## config.mk

```make
export PLATFORM = sky130hd
export DESIGN_NAME = max_heap_priority_queue
export DESIGN_NICKNAME = d
export VERILOG_FILES = /design/src/mhpq_pkg.sv /design/src/mhpq_cmp.sv /design/src/max_heap_priority_queue.sv
export VERILOG_INCLUDE_DIRS = /design/src /design/src/src
export SDC_FILE = /design/constraint.sdc
export NUM_CORES = 2
export LEC_CHECK = 0
export ABC_AREA = 1
export BUFFER_PORTS_ARGS = -buffer_cell sky130_fd_sc_hd__buf_2
export CORE_UTILIZATION = 40
export CTS_CLUSTER_DIAMETER = 60
export CTS_CLUSTER_SIZE = 40
export DETAILED_ROUTE_END_ITERATION = 8
export RECOVER_POWER = 50
export SETUP_SLACK_MARGIN = 0.15
export SKIP_LAST_GASP = 1
export SYNTH_ARGS = -nofsm -noshare
export SYNTH_HDL_FRONTEND = slang
export SYNTH_SLANG_ARGS = --single-unit
```

## constraint.sdc

```tcl
create_clock -name clk -period 10.9 [get_ports clk]
set_input_delay 1.635 -clock clk [delete_from_list [all_inputs] [get_ports clk]]
set_output_delay 1.635 -clock clk [all_outputs]
set_load 0.02 [all_outputs]
```

## src/max_heap_priority_queue_assert.svh

```systemverilog
// Assertion macros for the max-heap priority queue.
// Needs clk and rst_n in the scope of each use.
`ifndef MAX_HEAP_PRIORITY_QUEUE_ASSERT_SVH
`define MAX_HEAP_PRIORITY_QUEUE_ASSERT_SVH

// same-cycle implication, off during reset
`define MHPQ_ASSERT_NOW(lbl, ante, cons, msg) \
  lbl: assert property (@(posedge clk) disable iff (!rst_n) (ante) |-> (cons)) \
    else $error(msg);

// next-cycle implication, off during reset
`define MHPQ_ASSERT_NEXT(lbl, ante, cons, msg) \
  lbl: assert property (@(posedge clk) disable iff (!rst_n) (ante) |=> (cons)) \
    else $error(msg);

`endif

```

## src/mhpq_pkg.sv

```systemverilog
// Shared types and constants for the max-heap priority queue.
// No dependencies.
package mhpq_pkg;

  localparam int VAL_W        = 32;
  localparam int OUT_CNT_W    = 7;
  localparam int CAPACITY_DEF = 64;

  typedef logic signed [VAL_W-1:0] val_t;

  typedef enum logic [0:0] {
    REQ_PUSH = 1'b0,
    REQ_POP  = 1'b1
  } req_t;

  typedef enum logic [1:0] {
    ST_OK    = 2'd0,
    ST_FULL  = 2'd1,
    ST_EMPTY = 2'd2
  } status_t;

  typedef enum logic [2:0] {
    S_IDLE,
    S_PUSH_RD,
    S_PUSH_CMP,
    S_POP_RD,
    S_POP_LD,
    S_SINK_RD,
    S_SINK_CMP,
    S_DONE
  } state_t;

  typedef struct packed {
    logic stop;
    logic take_right;
  } cmp_res_t;

endpackage

```

## src/mhpq_cmp.sv

```systemverilog
// Shared compare unit: parent check on swim, larger-child pick and check on sink.
// Depends on mhpq_pkg.
module mhpq_cmp (
  input  logic              sink_mode,
  input  logic              right_ok,
  input  mhpq_pkg::val_t    hold,
  input  mhpq_pkg::val_t    rd0,
  input  mhpq_pkg::val_t    rd1,
  output mhpq_pkg::cmp_res_t res,
  output mhpq_pkg::val_t    big
);

  logic take_right;

  assign take_right = sink_mode && right_ok && (rd0 < rd1);
  assign big        = take_right ? rd1 : rd0;

  always_comb begin
    res.take_right = take_right;
    // swim: stop when parent >= moving value; sink: stop when moving value >= child
    res.stop       = sink_mode ? (hold >= big) : (rd0 >= hold);
  end

endmodule

```

## src/max_heap_priority_queue.sv

```systemverilog
// Top level of the max-heap priority queue: sequencer, heap memory, result regs.
// Depends on mhpq_pkg, mhpq_cmp and max_heap_priority_queue_assert.svh.
//
//  channel | ports                                   | handshake
//  --------+-----------------------------------------+-------------------------
//  input   | in_req_type, in_value                   | start && !busy
//  result  | out_popped_value, out_top_value,        | out_valid, one cycle
//          | out_count, out_is_empty, out_status     |
//
// A beat is taken when start is high and busy is low; busy stays high until the
// result strobe has been shown. Each swim or sink level has a read state, then a
// compare-and-write state. Push swims up to the root or until a parent stops it;
// pop sinks the last entry from the root to a leaf or until a child stops it, and
// skips the sink on the last entry; moves <= log2(CAPACITY). A full push or an
// empty pop goes straight to S_DONE. Synchronous reset empties the heap; no stalls.
`include "max_heap_priority_queue_assert.svh"

module max_heap_priority_queue #(
  parameter int CAPACITY = mhpq_pkg::CAPACITY_DEF
) (
  input  logic                              clk,
  input  logic                              rst_n,
  input  logic                              start,
  output logic                              busy,
  input  logic                              in_req_type,
  input  logic signed [mhpq_pkg::VAL_W-1:0] in_value,
  output logic                              out_valid,
  output logic signed [mhpq_pkg::VAL_W-1:0] out_popped_value,
  output logic signed [mhpq_pkg::VAL_W-1:0] out_top_value,
  output logic [mhpq_pkg::OUT_CNT_W-1:0]    out_count,
  output logic                              out_is_empty,
  output logic [1:0]                        out_status
);

  localparam int CW    = $clog2(CAPACITY + 1);
  localparam int AW    = $clog2(CAPACITY + 2);
  localparam int DEPTH = CAPACITY + 2;

  mhpq_pkg::state_t   state_r, state_nxt;
  logic [CW-1:0]      count_r, count_nxt;
  logic [AW-1:0]      pos_r, pos_nxt;
  mhpq_pkg::val_t     hold_r, hold_nxt;
  mhpq_pkg::val_t     top_r;
  mhpq_pkg::val_t     popped_r;
  mhpq_pkg::status_t  status_r;

  mhpq_pkg::val_t     heap_mem [0:DEPTH-1];
  mhpq_pkg::val_t     rd0_r, rd1_r;
  logic [AW-1:0]      raddr0, raddr1, waddr;
  mhpq_pkg::val_t     wdata;
  logic               we;

  logic               accept;
  logic               is_pop;
  logic               full;
  logic [AW:0]        child;
  logic               no_child;
  logic               right_ok;
  logic [AW-1:0]      parent;
  mhpq_pkg::cmp_res_t cmp_res;
  mhpq_pkg::val_t     cmp_big;

  assign accept   = start && !busy;
  assign is_pop   = (in_req_type == mhpq_pkg::REQ_POP);
  assign full     = (count_r == CW'(CAPACITY));
  assign child    = {pos_r, 1'b0};
  assign no_child = (child > (AW+1)'(count_r));
  assign right_ok = (child < (AW+1)'(count_r));
  assign parent   = pos_r >> 1;

  mhpq_cmp u_cmp (
    .sink_mode (state_r == mhpq_pkg::S_SINK_CMP),
    .right_ok  (right_ok),
    .hold      (hold_r),
    .rd0       (rd0_r),
    .rd1       (rd1_r),
    .res       (cmp_res),
    .big       (cmp_big)
  );

  // next state
  always_comb begin
    state_nxt = state_r;
    unique case (state_r)
      mhpq_pkg::S_IDLE: begin
        if (accept) begin
          if (is_pop) state_nxt = (count_r == '0) ? mhpq_pkg::S_DONE : mhpq_pkg::S_POP_RD;
          else        state_nxt = full ? mhpq_pkg::S_DONE : mhpq_pkg::S_PUSH_RD;
        end
      end
      mhpq_pkg::S_PUSH_RD: begin
        state_nxt = (pos_r == AW'(1)) ? mhpq_pkg::S_DONE : mhpq_pkg::S_PUSH_CMP;
      end
      mhpq_pkg::S_PUSH_CMP: begin
        state_nxt = cmp_res.stop ? mhpq_pkg::S_DONE : mhpq_pkg::S_PUSH_RD;
      end
      mhpq_pkg::S_POP_RD: state_nxt = mhpq_pkg::S_POP_LD;
      mhpq_pkg::S_POP_LD: begin
        state_nxt = (count_r == CW'(1)) ? mhpq_pkg::S_DONE : mhpq_pkg::S_SINK_RD;
      end
      mhpq_pkg::S_SINK_RD: begin
        state_nxt = no_child ? mhpq_pkg::S_DONE : mhpq_pkg::S_SINK_CMP;
      end
      mhpq_pkg::S_SINK_CMP: begin
        state_nxt = cmp_res.stop ? mhpq_pkg::S_DONE : mhpq_pkg::S_SINK_RD;
      end
      mhpq_pkg::S_DONE: state_nxt = mhpq_pkg::S_IDLE;
      default:          state_nxt = mhpq_pkg::S_IDLE;
    endcase
  end

  // datapath and memory control
  always_comb begin
    count_nxt = count_r;
    pos_nxt   = pos_r;
    hold_nxt  = hold_r;
    raddr0    = parent;
    raddr1    = parent;
    waddr     = pos_r;
    wdata     = hold_r;
    we        = 1'b0;
    unique case (state_r)
      mhpq_pkg::S_IDLE: begin
        if (accept && !is_pop && !full) begin
          count_nxt = count_r + 1'b1;
          pos_nxt   = AW'(count_r) + 1'b1;
          hold_nxt  = in_value;
        end
      end
      mhpq_pkg::S_PUSH_RD: begin
        raddr0 = parent;
        we     = (pos_r == AW'(1));
      end
      mhpq_pkg::S_PUSH_CMP: begin
        we = 1'b1;
        if (!cmp_res.stop) begin
          wdata   = rd0_r;
          pos_nxt = parent;
        end
      end
      mhpq_pkg::S_POP_RD: begin
        raddr0 = AW'(count_r);
      end
      mhpq_pkg::S_POP_LD: begin
        hold_nxt  = rd0_r;
        count_nxt = count_r - 1'b1;
        pos_nxt   = AW'(1);
      end
      mhpq_pkg::S_SINK_RD: begin
        raddr0 = child[AW-1:0];
        raddr1 = child[AW-1:0] + 1'b1;
        we     = no_child;
      end
      mhpq_pkg::S_SINK_CMP: begin
        we = 1'b1;
        if (!cmp_res.stop) begin
          wdata   = cmp_big;
          pos_nxt = cmp_res.take_right ? (child[AW-1:0] + 1'b1) : child[AW-1:0];
        end
      end
      mhpq_pkg::S_DONE: begin
      end
      default: begin
      end
    endcase
  end

  // outputs
  always_comb begin
    busy             = (state_r != mhpq_pkg::S_IDLE);
    out_valid        = (state_r == mhpq_pkg::S_DONE);
    out_popped_value = popped_r;
    out_top_value    = (count_r == '0) ? '0 : top_r;
    out_count        = mhpq_pkg::OUT_CNT_W'(count_r);
    out_is_empty     = (count_r == '0);
    out_status       = status_r;
  end

  always_ff @(posedge clk) begin
    if (we) heap_mem[waddr] <= wdata;
    rd0_r <= heap_mem[raddr0];
    rd1_r <= heap_mem[raddr1];
  end

  always_ff @(posedge clk) begin
    if (!rst_n) begin
      state_r <= mhpq_pkg::S_IDLE;
      count_r <= '0;
    end else begin
      state_r <= state_nxt;
      count_r <= count_nxt;
    end
  end

  always_ff @(posedge clk) begin
    pos_r  <= pos_nxt;
    hold_r <= hold_nxt;
    if (we && waddr == AW'(1)) top_r <= wdata;
    if (accept) begin
      popped_r <= (is_pop && count_r != '0) ? top_r : '0;
      if (is_pop)    status_r <= (count_r == '0) ? mhpq_pkg::ST_EMPTY : mhpq_pkg::ST_OK;
      else if (full) status_r <= mhpq_pkg::ST_FULL;
      else           status_r <= mhpq_pkg::ST_OK;
    end
  end

  `MHPQ_ASSERT_NOW(a_count_bound, 1'b1, count_r <= CW'(CAPACITY), "count above capacity")
  `MHPQ_ASSERT_NEXT(a_strobe_once, out_valid, !out_valid && !busy, "strobe longer than a cycle")
  `MHPQ_ASSERT_NEXT(a_accept_busy, accept, busy, "accepted beat did not raise busy")
  `MHPQ_ASSERT_NOW(a_full_count, out_valid && out_status == mhpq_pkg::ST_FULL,
    count_r == CW'(CAPACITY), "full status while not full")

endmodule

```

# After elaboration in Yosys (flattened, before gate mapping)
# Memory sizes are Yosys's and may differ from the RTL's. A register that Yosys moved wholly into a read port is not among the register bits.
# Index checks and enable logic that the tools add are counted.
[classes]
reduce_logical = 19
muxes = 32
n_lt_le_gt_ge = 5
addsub = 3
n_eq_ne = 14
[op_table]
columns = ["cell", "count"]
rows = [
  ["32-bit two-way mux", 5],
  ["32-bit one-hot mux with 2 select lines", 2],
  ["32-bit greater-or-equal comparator", 2],
  ["7-bit two-way mux", 5],
  ["32-bit less-than comparator", 1],
  ["7-bit one-hot mux with 2 select lines", 2],
  ["7-bit one-hot mux with 4 select lines", 1],
  ["3-bit one-hot mux with 8 select lines", 1],
  ["3-bit two-way mux", 6],
  ["7-bit by 1-bit adder with 7-bit output (second input constant)", 2],
  ["7-bit by 1-bit == test with 1-bit output (second input constant)", 2],
  ["3-bit == test (second input constant)", 4],
  ["8-bit by 7-bit > comparator with 1-bit output", 1],
  ["8-bit by 7-bit less-than comparator with 1-bit output", 1],
  ["2-bit two-way mux", 4],
  ["2-bit != test (second input constant)", 4],
  ["7-bit == test (second input constant)", 1],
  ["1-bit logical AND", 7],
  ["7-bit zero test", 1],
  ["7-bit nonzero test", 1],
  ["7-bit by 1-bit subtractor with 7-bit output (second input constant)", 1],
  ["3-bit by 2-bit == test with 1-bit output (second input constant)", 2],
  ["1-bit two-way mux", 5],
  ["4-bit AND reduction", 1],
  ["other kinds (9)", 11],
]
[totals]
memories = 1
in_bits = 36
mem_bits_rw = 2112
output_inout_bits = 76
word_cells = 81
register_bits = 115
[mem_list]
columns = ["memory", "words", "word_bits", "read_ports", "rd_ports_with_merged_regs", "write_ports", "line", "text"]
rows = [
  ["heap_mem", 66, 32, 2, 2, 1, "max_heap_priority_queue.sv:47", "mhpq_pkg::val_t heap_mem [0:DEPTH-1];"],
]

# Depth between registers and ports, before layout
[depth]
ltp_word = 8
mapped_depth = 36
depth_no_buf = 35

# Modules after synthesis
# A second synthesis with hierarchy kept.
[hier_totals]
cells_unflattened = 13801
area_unflattened_um2 = 120698.3
[modules_own_cells]
columns = ["module", "area_each_um2", "cells_each", "n_inst"]
rows = [
  ["max_heap_priority_queue", 117161.1, 13172, 1],
  ["mhpq_cmp", 3537.1, 629, 1],
]

# Worst setup path before layout
# OpenSTA, ideal clock, no wires.
[synth_timing]
path_type = "reg2reg"
startpoint = "register count_r[6], in the netlist out_count[6]"
endpoint = "memory heap_mem[16][0] in the netlist's numbering, enable pin"
n_path_buf = 1
t_arrival_ns = 5.110
t_required_ns = 10.398
setup_time_ns = 0.502
setup_slack_ns = 5.288
synth_period_minus_slack_ns = 5.612
path_stages_with_launch = 12
path_cell_list = "dfxtp_1 > clkbuf_1 > inv_1 > ha_1 > inv_1 > nor3_1 > a21oi_1 > inv_1 > nand3_1 > nand3_1 > nand4_1 > nor4_1"
[synth_via]
elab_chain_cells = 4
[synth_lines]
columns = ["element", "line", "text"]
rows = [
  ["start: declaration", "max_heap_priority_queue.sv:40", "logic [CW-1:0] count_r, count_nxt;"],
  ["start signal: assignment", "max_heap_priority_queue.sv:191", "count_r <= count_nxt;"],
  ["8-bit by 7-bit > comparator with 1-bit output", "max_heap_priority_queue.sv:67", "assign no_child = (child > (AW+1)'(count_r));"],
  ["1-bit one-hot mux with 3 select lines", "max_heap_priority_queue.sv:122", "unique case (state_r)"],
  ["1-bit two-way mux", "max_heap_priority_queue.sv:180", "if (we) heap_mem[waddr] <= wdata;"],
  ["1-bit two-way mux (not written as such)", "max_heap_priority_queue.sv:180", ""],
  ["end: declaration", "max_heap_priority_queue.sv:47", ""],
]
# Every way passes these cells.

# Worst setup path after layout
[layout_timing]
startpoint = "register state_r[1]"
endpoint = "memory heap_mem[4][31] in the netlist's numbering, data pin"
[layout_via]
elab_chain_cells = 8
elab_cells_between_ends = 10
classes_between = "order compare: 1; eq/ne: 2; mux: 5; reduce/logical: 2"
[layout_lines]
columns = ["element", "line", "text"]
rows = [
  ["start: declaration", "max_heap_priority_queue.sv:39", "mhpq_pkg::state_t state_r, state_nxt;"],
  ["start signal: assignment", "max_heap_priority_queue.sv:187", "state_r <= mhpq_pkg::S_IDLE;"],
  ["start signal: assignment", "max_heap_priority_queue.sv:190", "state_r <= state_nxt;"],
  ["3-bit == test", "max_heap_priority_queue.sv:72, max_heap_priority_queue.sv:122", ""],
  ["1-bit logical AND (2 in a row)", "mhpq_cmp.sv:15", "assign take_right = sink_mode && right_ok && (rd0 < rd1);"],
  ["32-bit two-way mux", "mhpq_cmp.sv:16", "assign big = take_right ? rd1 : rd0;"],
  ["32-bit greater-or-equal comparator", "mhpq_cmp.sv:21", "res.stop = sink_mode ? (hold >= big) : (rd0 >= hold);"],
  ["1-bit two-way mux", "mhpq_cmp.sv:21", ""],
  ["32-bit two-way mux, on equally long branches", "max_heap_priority_queue.sv:156, max_heap_priority_queue.sv:136", ""],
  ["32-bit one-hot mux with 2 select lines *", "max_heap_priority_queue.sv:122", ""],
  ["net wdata[31]", "max_heap_priority_queue.sv:50", "mhpq_pkg::val_t wdata;"],
]
# Mark *: on every way through the listed nets, which the timed path passes. The rest lies on a longest branch.

==> metrics.yaml <==
area_delta_synth_final_pct: 8.115
syn_inst: 12663
fmax_mhz: 118.0
ctsLongestPathBuffers: 4
clock-sinks: 2291
p_per_area_nw_per_um2: 347.2
core_um2: 291300
slowest_stage: "nand3_2"
worstPathCellList: "inv_1 > nor2_1 > inv_1 > nor2_1 > nand2_1 > nor2_2 > buf_4 > nand3_2 > nand2_1 > and2_1 > ha_1 > nand4_1 > nor3_1 > and3_1 > nand4_1 > nand3_1 > nand2_1 > nand2_2 > nand2_1 > nand3_1 > nand3_2 > buf_4"
grt_use_total_pct: 28.55
hold_viol: 0
synth_nets: 12804
wirelength_um: 430600
io_buffers: 111
status: "finished, violations left"
hold_path.class: "reg -> reg"
endpoint_kind: "flop"
fin_util_pct: 43.51
r2r_slack_ns: 2.42
place_congestion: 0.9452
ctsHoldBuffers: 0
overflow: 0
ant_nets: 0
initialDrtViolationCount: 12533
yosys.area_share.adder_pct: 1.121
fin_nets: 12322
total_leakage_power_nw: 47.30
dieArea_um2: 295300
vias: 94941
ir_worst_vdd_mv: 0.4690
worst_pin_slew_ns: 4.088
slowest_delay_ns: 1.00
synth_xor_area_share_pct: 0.04482
initial_core_util_pct: 40.24
skew_ns: 0.03969
crit_start: "state_r[1]"
yosysSeqAreaShare_pct: 58.05
final-max-slew-violation-count: 2369
setup_viol: 0
clk_latency_ns: 0.89
viasPerCell: 5.855
synth_top_family_by_area: "simple AND/OR/NAND/NOR gates"
fp.dieW_um: 543.4
grt_max_degree: 200
max_cap_viol_count: 78
drc: 0
wl_per_cell_um: 26.56
tritoncts: "yes"
synth_largest_area_cell: "edfxtp_1"
grt_pass1_vias: 88071
post-route-period-util_pct: 77.76
postCtsSetupBuffers: 0
cts-root-buf: "clkbuf_16"
dp_hpwl_um: 228000
antenna_found_initial: 15
drt_pre_antenna_iters: 9
io_pins: 112
avgSynthCellArea_um2: 9.259
crit_top_cell: "nand2_1"
netlist_area_um2: 117200
synthSimpleGateAreaFrac_pct: 21.00
rsz0062_at_grt: "no"
violations: "max-capacitance violations, max-slew violations"
fin_crit_ns: 8.476
synth-compound-area-share_pct: 12.30
cts_max_level: 4
drive_gt1_share_pct: 4.811
cts_made_buffers: 166
synth_area_leaders: "edfxtp_1, nand2_1, nand3_1"
layout.cells.most_common: "nand2_1"
critical_path_class: "reg -> reg"
arrival_ns: 9.01
slew_headroom_pct: -172.6
final_cell_mix: "nand2_1, edfxtp_1, nand3_1"
post_cts_resized: 0
crit_required_ns: 11.44
power.total_mw: 44.01
start_kind: "flop"
synth_cell_type_count: 43
grt_pass1_wl_um: 613100
hold_path.startpoint: "heap_mem[65][22]"
ys_seq_elements: 2291
rr_startpoint: "state_r[1]"
synthMuxAreaShare_pct: 0
synth_top_area_share_pct: 56.78
rows: 198
yosysWarnings: 0
cp_max_fo: 36
finalSetupTns_ns: 0
clk_pin_slew_ns: 0.09
fp.dieH_um: 543.4
==> cells by family (layout without fill, tap and decap cells) <==
group                    count (synthesis)  after routing
buffers and inverters                 2213           1856
flip-flops                            2291           2291
AND/OR/NAND/NOR                       5810           5810
XOR/XNOR                                 6              6
adder cells (fa/ha/maj)                105            105
AO/OA/AOI/OAI                         2238           2238
other                                    0              8
==> final timing paths <==
| path | endpoint | cells after the start |
|---|---|---|
| worst min register to register | rd1_r[22] | 2 |
| worst max register to register | heap_mem[4][31] | 22 |
| worst max-delay path | heap_mem[4][31] | 22 |
| worst min-delay path | rd1_r[22] | 2 |
==> registers in the layout, indices dropped and copies added (netlist names) <==
name	flops
heap_mem	2112
hold_r	32
out_count	7
out_popped_value	32
out_status	2
pos_r	7
rd0_r	32
rd1_r	32
state_r	3
top_r	32
==> cell usage after synthesis <==
cell / n
buf_1: 90
nand4_1: 50
a21oi_1: 567
o21a_1: 7
o22ai_1: 4
or2_2: 1
buf_2: 371
nor3_1: 10
a311oi_1: 1
o211ai_1: 1215
and3_1: 2
edfxtp_1: 2217
nor2_2: 1
buf_4: 3
o311ai_1: 5
ha_1: 105
o21ai_2: 3
dfxtp_1: 74
nor2_1: 311
a31oi_1: 5
nand2_2: 1
xor2_1: 6
a21oi_2: 2
nand2_1: 3352
o32ai_1: 1
o21ai_4: 1
o221a_2: 1
o31ai_1: 27
a21o_1: 2
o21ai_0: 390
clkbuf_1: 494
a22oi_1: 2
a41oi_1: 1
a32oi_1: 1
and2_1: 31
nand3_2: 2
o21ai_1: 2
inv_2: 9
nor4_1: 6
nand3_1: 2043
clkinv_1: 2
o311ai_0: 1
inv_1: 1244
==> metal layers <==
| layer | up-vias | part of all wire (%) | global-route usage, % |
|---|---|---|---|
| li1 | 43250 | - | - |
| met1 | 45717 | 38 | 36.62 |
| met2 | 4971 | 44 | 44.28 |
| met3 | 1003 | 10 | 5.693 |
| met4 | 0 | 7.0 | 17.87 |
| met5 | - | 0 | 0 |
==> layout make-up <==
| class | instances | area (um2) |
|---|---|---|
| diodes | 8 | 20.02 |
| clock buffers | 174 | 4248 |
| clock inverters | 119 | 1381 |
| fillers | 28059 | 164600 |
| inverters | 1255 | 4752 |
| multi-input cells | 8159 | 41360 |
| flip-flops and latches | 2291 | 68060 |
| well taps | 3900 | 4880 |
| repair buffers | 308 | 2066 |
==> metrics by stage <==
step           instances  instance area [um2]  setup WS [ns]  hold WS [ns]
2_1_floorplan      12663               117200          5.288        0.4390
3_3_place_gp       15913               121500          3.486        0.4617
3_5_place_dp       15913               121500          3.453        0.4610
4_1_cts            16206               127200          3.424        0.4718
5_1_grt            16208               126700          2.153        0.4931
6_report           16214               126800          2.424        0.4745
==> power by group <==
group | switching [mW] | internal (mW)
logic | 19.3 | 5.78
clock network | 3.44 | 3.32
registers | 0.269 | 11.9
total | 23.0 | 21.0
==> worst max-delay path: cells and delay by family, from the launching register on <==
family,cells,cell delay [ns]
buf+inv,4,1.92
flops,1,0.41
fa+ha+maj,1,0.16
simple gates,17,5.54
Power figures use the tool's default switching activity.
